[src/design/subs_pkg.sv]
`timescale 1ns / 1ps
// ----------------------------------------------------------------------------
// subs_pkg
// Types shared by the sorted-table upper-bound search core.
// ----------------------------------------------------------------------------
package subs_pkg;

    typedef enum logic {
        OP_WRITE  = 1'b0,
        OP_SEARCH = 1'b1
    } t_op;

    typedef struct packed {
        t_op                operation;
        logic [9:0]         entry_index;
        logic signed [31:0] entry_value;
        logic signed [31:0] search_key;
    } t_in_item;

    typedef struct packed {
        logic [10:0] found_index;
        logic        not_found;
    } t_out_item;

    typedef enum logic [1:0] {
        ST_IDLE,
        ST_PROBE,
        ST_DONE
    } t_state;

    typedef struct packed {
        logic search_load;
        logic entry_write;
        logic probe;
    } t_dp_cmd;

    typedef struct packed {
        logic empty;
        logic last;
    } t_dp_status;

    localparam logic [2:0] CFG_ADDR_ENTRIES_IN_USE = 3'd0;

endpackage

[src/design/subs_ctrl.sv]
`timescale 1ns / 1ps
// ----------------------------------------------------------------------------
// subs_ctrl
// Sequencer: accepts a beat, steps the probe loop and strobes the result.
// ----------------------------------------------------------------------------
module subs_ctrl (
    input  logic                 i_clk,
    input  logic                 i_rst_n,
    input  logic                 i_start,
    input  subs_pkg::t_op        i_op,
    input  subs_pkg::t_dp_status i_status,
    output subs_pkg::t_dp_cmd    o_cmd,
    output logic                 o_busy,
    output logic                 o_done
);

    subs_pkg::t_state r_state;
    subs_pkg::t_state n_state;
    logic             accept;

    assign accept = i_start && (r_state == subs_pkg::ST_IDLE);

    always_ff @(posedge i_clk) begin
        if (!i_rst_n) begin
            r_state <= subs_pkg::ST_IDLE;
        end else begin
            r_state <= n_state;
        end
    end

    always_comb begin
        n_state = r_state;
        case (r_state)
            subs_pkg::ST_IDLE: begin
                if (accept && i_op == subs_pkg::OP_SEARCH) begin
                    n_state = i_status.empty ? subs_pkg::ST_DONE : subs_pkg::ST_PROBE;
                end
            end
            subs_pkg::ST_PROBE: begin
                if (i_status.last) begin
                    n_state = subs_pkg::ST_DONE;
                end
            end
            subs_pkg::ST_DONE: begin
                n_state = subs_pkg::ST_IDLE;
            end
            default: begin
                n_state = subs_pkg::ST_IDLE;
            end
        endcase
    end

    always_comb begin
        o_cmd.search_load = 1'b0;
        o_cmd.entry_write = 1'b0;
        o_cmd.probe       = 1'b0;
        o_busy            = 1'b1;
        o_done            = 1'b0;
        case (r_state)
            subs_pkg::ST_IDLE: begin
                o_busy            = 1'b0;
                o_cmd.search_load = accept && (i_op == subs_pkg::OP_SEARCH);
                o_cmd.entry_write = accept && (i_op == subs_pkg::OP_WRITE);
            end
            subs_pkg::ST_PROBE: begin
                o_cmd.probe = 1'b1;
            end
            subs_pkg::ST_DONE: begin
                o_done = 1'b1;
            end
            default: begin
                o_busy = 1'b1;
            end
        endcase
    end

endmodule

[config.mk]
export PLATFORM = sky130hd
export DESIGN_NAME = subs_ctrl
export DESIGN_NICKNAME = d
export VERILOG_FILES = /design/src/design/subs_pkg.sv /design/src/design/subs_ctrl.sv
export SDC_FILE = /design/constraint.sdc
export NUM_CORES = 1
export LEC_CHECK = 0
export ABC_AREA = 1
export BUFFER_PORTS_ARGS = -buffer_cell sky130_fd_sc_hd__buf_4
export CAP_MARGIN = 10
export CORE_AREA = 3 3 40 42
export CTS_CLUSTER_SIZE = 12
export DETAILED_ROUTE_END_ITERATION = 6
export DIE_AREA = 0 0 43 45
export HOLD_SLACK_MARGIN = 0.03
export PLACE_DENSITY_LB_ADDON = 0.12
export SLEW_MARGIN = 5
export SYNTH_ARGS = -nofsm -noshare
export SYNTH_HDL_FRONTEND = slang
export SYNTH_SLANG_ARGS = --single-unit
[constraint.sdc]
create_clock -name i_clk -period 0.9 [get_ports i_clk]
set_input_delay 0 -clock i_clk [delete_from_list [all_inputs] [get_ports i_clk]]
set_output_delay 0 -clock i_clk [all_outputs]
set_load 0.01 [all_outputs]
# Word level (Yosys, flattened, before mapping)
# Cells that the tools add are included.
# op_classes
eq_ne	4
n_mux	8
bitwise	1
n_reduce_logical	5
# op_table
cell	n
$mux W2	4
$pmux W2 S2	1
$logic_and A1 B1 Y1	3
$mux W1	3
$eq A2 B1 Y1 const B	1
$eq A2 B2 Y1 const B	1
$logic_not A2 Y1	1
$ne A2 B1 Y1 const B	1
$ne A2 B2 Y1 const B	1
$reduce_and A2 Y1	1
$not A1 Y1	1
# word_totals
register_bits	2
input_bits	6
output_inout_bits	5
word_cells	19

# Logic depth before layout (Yosys ltp)
# logic_depth
depth_word	5
ltp_mapped	5
mapped_depth_nobuf	5

# Least setup slack after synthesis
# Ideal clock, no wire load.
# synth_path
path_type	flip-flop to flip-flop
start	register r_state[0]
end	register r_state[1]
setup_time_ns	0.117
arrival_ns	0.695
required_ns	0.783
setup_slack_ns	0.089
stages_incl_launch_ff	6
path_buffers	0
period_less_slack_ns	0.811
cell_sequence	dfxtp_1 -> inv_2 -> nor2_4 -> nand2_2 -> nand2_1 -> nor2_1
# synth_between
elab_chain_len	5
word_cells_on_any_way	8
classes_between	eq/ne (3); mux (1); reduce/logical (4)
# synth_rtl
element	line	source
start, declared	subs_ctrl.sv:17	subs_pkg::t_state r_state;
start signal, assigned	subs_ctrl.sv:25	r_state <= subs_pkg::ST_IDLE;
start signal, assigned	subs_ctrl.sv:27	r_state <= n_state;
$logic_not A2 Y1	subs_ctrl.sv:21, subs_ctrl.sv:33	
$logic_and A1 B1 Y1	subs_ctrl.sv:21	assign accept = i_start && (r_state == subs_pkg::ST_IDLE);
$logic_and A1 B1 Y1	subs_ctrl.sv:35	if (accept && i_op == subs_pkg::OP_SEARCH) begin
$ne A2 B1 Y1 (no line)	--	
$reduce_and A2 Y1 (no line)	--	
# Parallel ways exist; a longest one is shown, timed or not.
# A chain may end at the register's enable or synchronous reset.

==> flow_metrics.py <==
metrics = {
    "floorplan": {
        "start_util": 0.111,
        "die_area_mm2": 0.00194,
        "fp-row-count": 13,
        "fp.dieH_um": 45,
        "core_mm2": 0.00128,
        "die_x_um": 43,
        "io_pins": 11,
    },
    "cts": {
        "insertion_delay_ns": 0.22,
        "cts-root-buf": "clkbuf_4",
        "cts.sink_count": 2,
        "cts_buffer_depth": 2,
        "clk_pin_slew_worst_paths_ns": 0.03,
        "cts_tree": "done",
        "htreeDepth": 1,
        "numCtsBuffers": 3,
    },
    "min_path": {
        "hold_depth": 4,
        "hp-start": "i_status[0]",
        "min_to": "r_state[0]",
        "min_path_type": "in -> reg",
    },
    "global_route": {
        "antenna_found_initial": 0,
        "grt_pass1_wl_um": 662,
        "grt_overflow": 0,
        "grt_pass1_vias": 167,
        "grt_use_total": 0.0449,
        "grt_max_degree": 5,
    },
    "placed_design": {
        "placed_cell_area_um2": 236,
        "dp.cells": 47,
        "io_buffers": 10,
        "gp_congestion": 0.686,
        "hpwl_um": 315,
    },
    "power": {
        "switching_share": 0.243,
        "peakVddDrop_mv": 0.292,
        "p_int_mw": 0.292,
        "p_total_mw": 0.386,
        "combPwrFrac": 0.253,
        "pwr-share-clk": 0.489,
        "seq_power_share": 0.258,
        "p_leak_nw": 0.150,
        "power_density_mw_per_mm2": 1300,
        "p_switching_mw": 0.0938,
    },
    "final_layout": {
        "top_regs": "r_state: 2 flops",
        "nets": 45,
        "num_antenna_cells": 0,
        "syn2layout_area_growth_pct": 108,
        "final_util": 0.231,
        "largest_register_ffs": 2,
        "fin_cells": 52,
        "fin_area_um2": 297,
        "top_register": "r_state",
        "drive_gt1_frac": 0.676,
    },
    "sta": {
        "setup_total_negative_slack_ns": -0.166,
        "rsz0062_at_grt": "true",
        "fmax_mhz": 1010,
        "tightest_slew_ns": 0.143,
        "fin_crit_sh": 1.10,
        "finalClockSkew_ns": 0.000670,
        "setup_viol": 2,
        "setup_ws_ns": -0.0868,
        "period_minus_slack_ns": 0.987,
        "maxSlewHeadroom": 0.904,
        "drv_slew": 0,
        "final_hold_viol_count": 0,
    },
    "setup_path": {
        "r2r_slack_ns": 0.03,
        "cp_max_fo": 4,
        "end_kind": "primary output",
        "worstRegToRegCells": 5,
        "arrival_ns": 0.99,
        "r2r_end": "r_state[1]",
        "required_ns": 0.90,
        "r2r-start": "r_state[0]",
        "start_kind": "flip-flop",
        "critPathKind": "reg -> out",
    },
    "routing": {
        "post_drt_wl_per_cell_um": 7.54,
        "wl_um": 392,
        "drt-initial-drc-count": 0,
        "via_per_inst": 3.50,
        "vias": 182,
        "firstDrtPassIters": 1,
        "drcViolationCount": 0,
        "ant_nets": 0,
    },
    "synthesis": {
        "synth_area_um2": 143,
        "ys_warn_count": 0,
        "synthTopCellsByCount": "6 x inv_1, 2 x dfxtp_1, 2 x inv_2, 2 x nor2_1, 2 x nor3_1",
        "synthesis.nets": 28,
        "synth_edf_count": 0,
        "synth_top_area_share": 0.281,
        "synth_flop_cell": "dfxtp_1",
        "async_flop_share": 0,
        "yosysTopAreaCell": "dfxtp_1",
        "ys_seq_area_frac": 0.281,
        "ys_ff_latch": 2,
        "ys_types": 13,
        "yosysMostFrequentCell": "inv_1",
        "synthCells": 22,
        "syn_avg_cell_area_um2": 6.48,
        "synth_area_leaders": "dfxtp_1 28%, inv_1 16%, nor2_4 7.9%, nor3_1 7.0%, a21oi_2 6.1%",
    },
    "run_status": {
        "violations": "negative setup slack",
        "status": "finished with violations",
    },
    "run": {
        "maxCapViolCount": 0,
    },
}
[power groups by stage]
stage / logic, mW / clock network, mW / registers, mW
5_1_grt: 0.108 / 0.207 / 0.100
6_report: 0.0977 / 0.189 / 0.0998
2_1_floorplan: 0.0390 / 0 / 0.0994
3_5_place_dp: 0.0826 / 0 / 0.100
4_1_cts: 0.0930 / 0.196 / 0.101
3_3_place_gp: 0.0831 / 0 / 0.100
[cells in the final DEF (no fill, tap or decap)]
cell,count
a21oi_2,1
buf_4,11
clkbuf_4,3
dfxtp_2,1
dfxtp_4,1
dlygate4sd3_1,1
inv_1,5
inv_2,3
nand2_1,1
nand2_2,1
nand4_1,1
nor2_1,2
nor2_4,2
nor3_2,2
o211ai_1,1
o21ai_0,1
[cell families (layout without fill, tap and decap cells)]
family                 after synthesis  count (layout)  synth area share
AND/OR/NAND/NOR                      9               9             0.360
AO/OA/AOI/OAI                        3               3             0.149
flip-flops                           2               2             0.281
buffers and inverters                8              23             0.211
[worst max-delay path: stages (launching register included)]
cell	delay [ns]
dfxtp_2	0.33
nor2_4	0.13
inv_2	0.06
nor3_2	0.11
buf_4	0.14
[what timing repair did]
action / in CTS / in global routing
endpoints found under the setup margin: 4 / 5
hold buffers: 1 / 0
resized for setup: 5 / 2
setup buffers: 0 / 1
hold endpoints to repair: 1 / 0
pin swaps: 1 / 2
[layer usage]
metal,GRT usage,vias up,routed length (µm),share of wire
li1,-,96,-,-
met1,0.0576,77,181,0.46
met2,0.0659,9,162,0.41
met3,0.00797,0,48,0.12
met4,0.0361,0,0,0
met5,0,-,0,0
[per-stage QoR]
stage / hold WS (ns) / setup WS, ns
2_1_floorplan: 0.0507 / 0.0889
3_3_place_gp: 0.260 / 0.0479
3_5_place_dp: 0.253 / 0.0492
4_1_cts: 0.0570 / -0.109
5_1_grt: 0.0785 / -0.151
6_report: 0.0598 / -0.0868
[worst max-delay path by stage]
stage	startpoint	end	slack, ns	cells past startpoint
floorplan	r_state[0]	r_state[1]	0.09	5
global placement	r_state[0]	r_state[1]	0.05	4
detailed placement	r_state[0]	o_cmd[1]	0.05	4
CTS	r_state[1]	o_cmd[1]	-0.11	4
global route	r_state[0]	o_cmd[2]	-0.15	4
finish	r_state[0]	o_cmd[2]	-0.09	4
[final cells by class]
class                      instances  area [µm²]
inverter                           8        30.0
multi-input combinational         12        87.6
fill                             149         988
sequential                         2        45.0
clock buffer                       3        22.5
tap                               15        18.8
timing repair buffer              12        92.6
(Power assumes the default switching activity.)
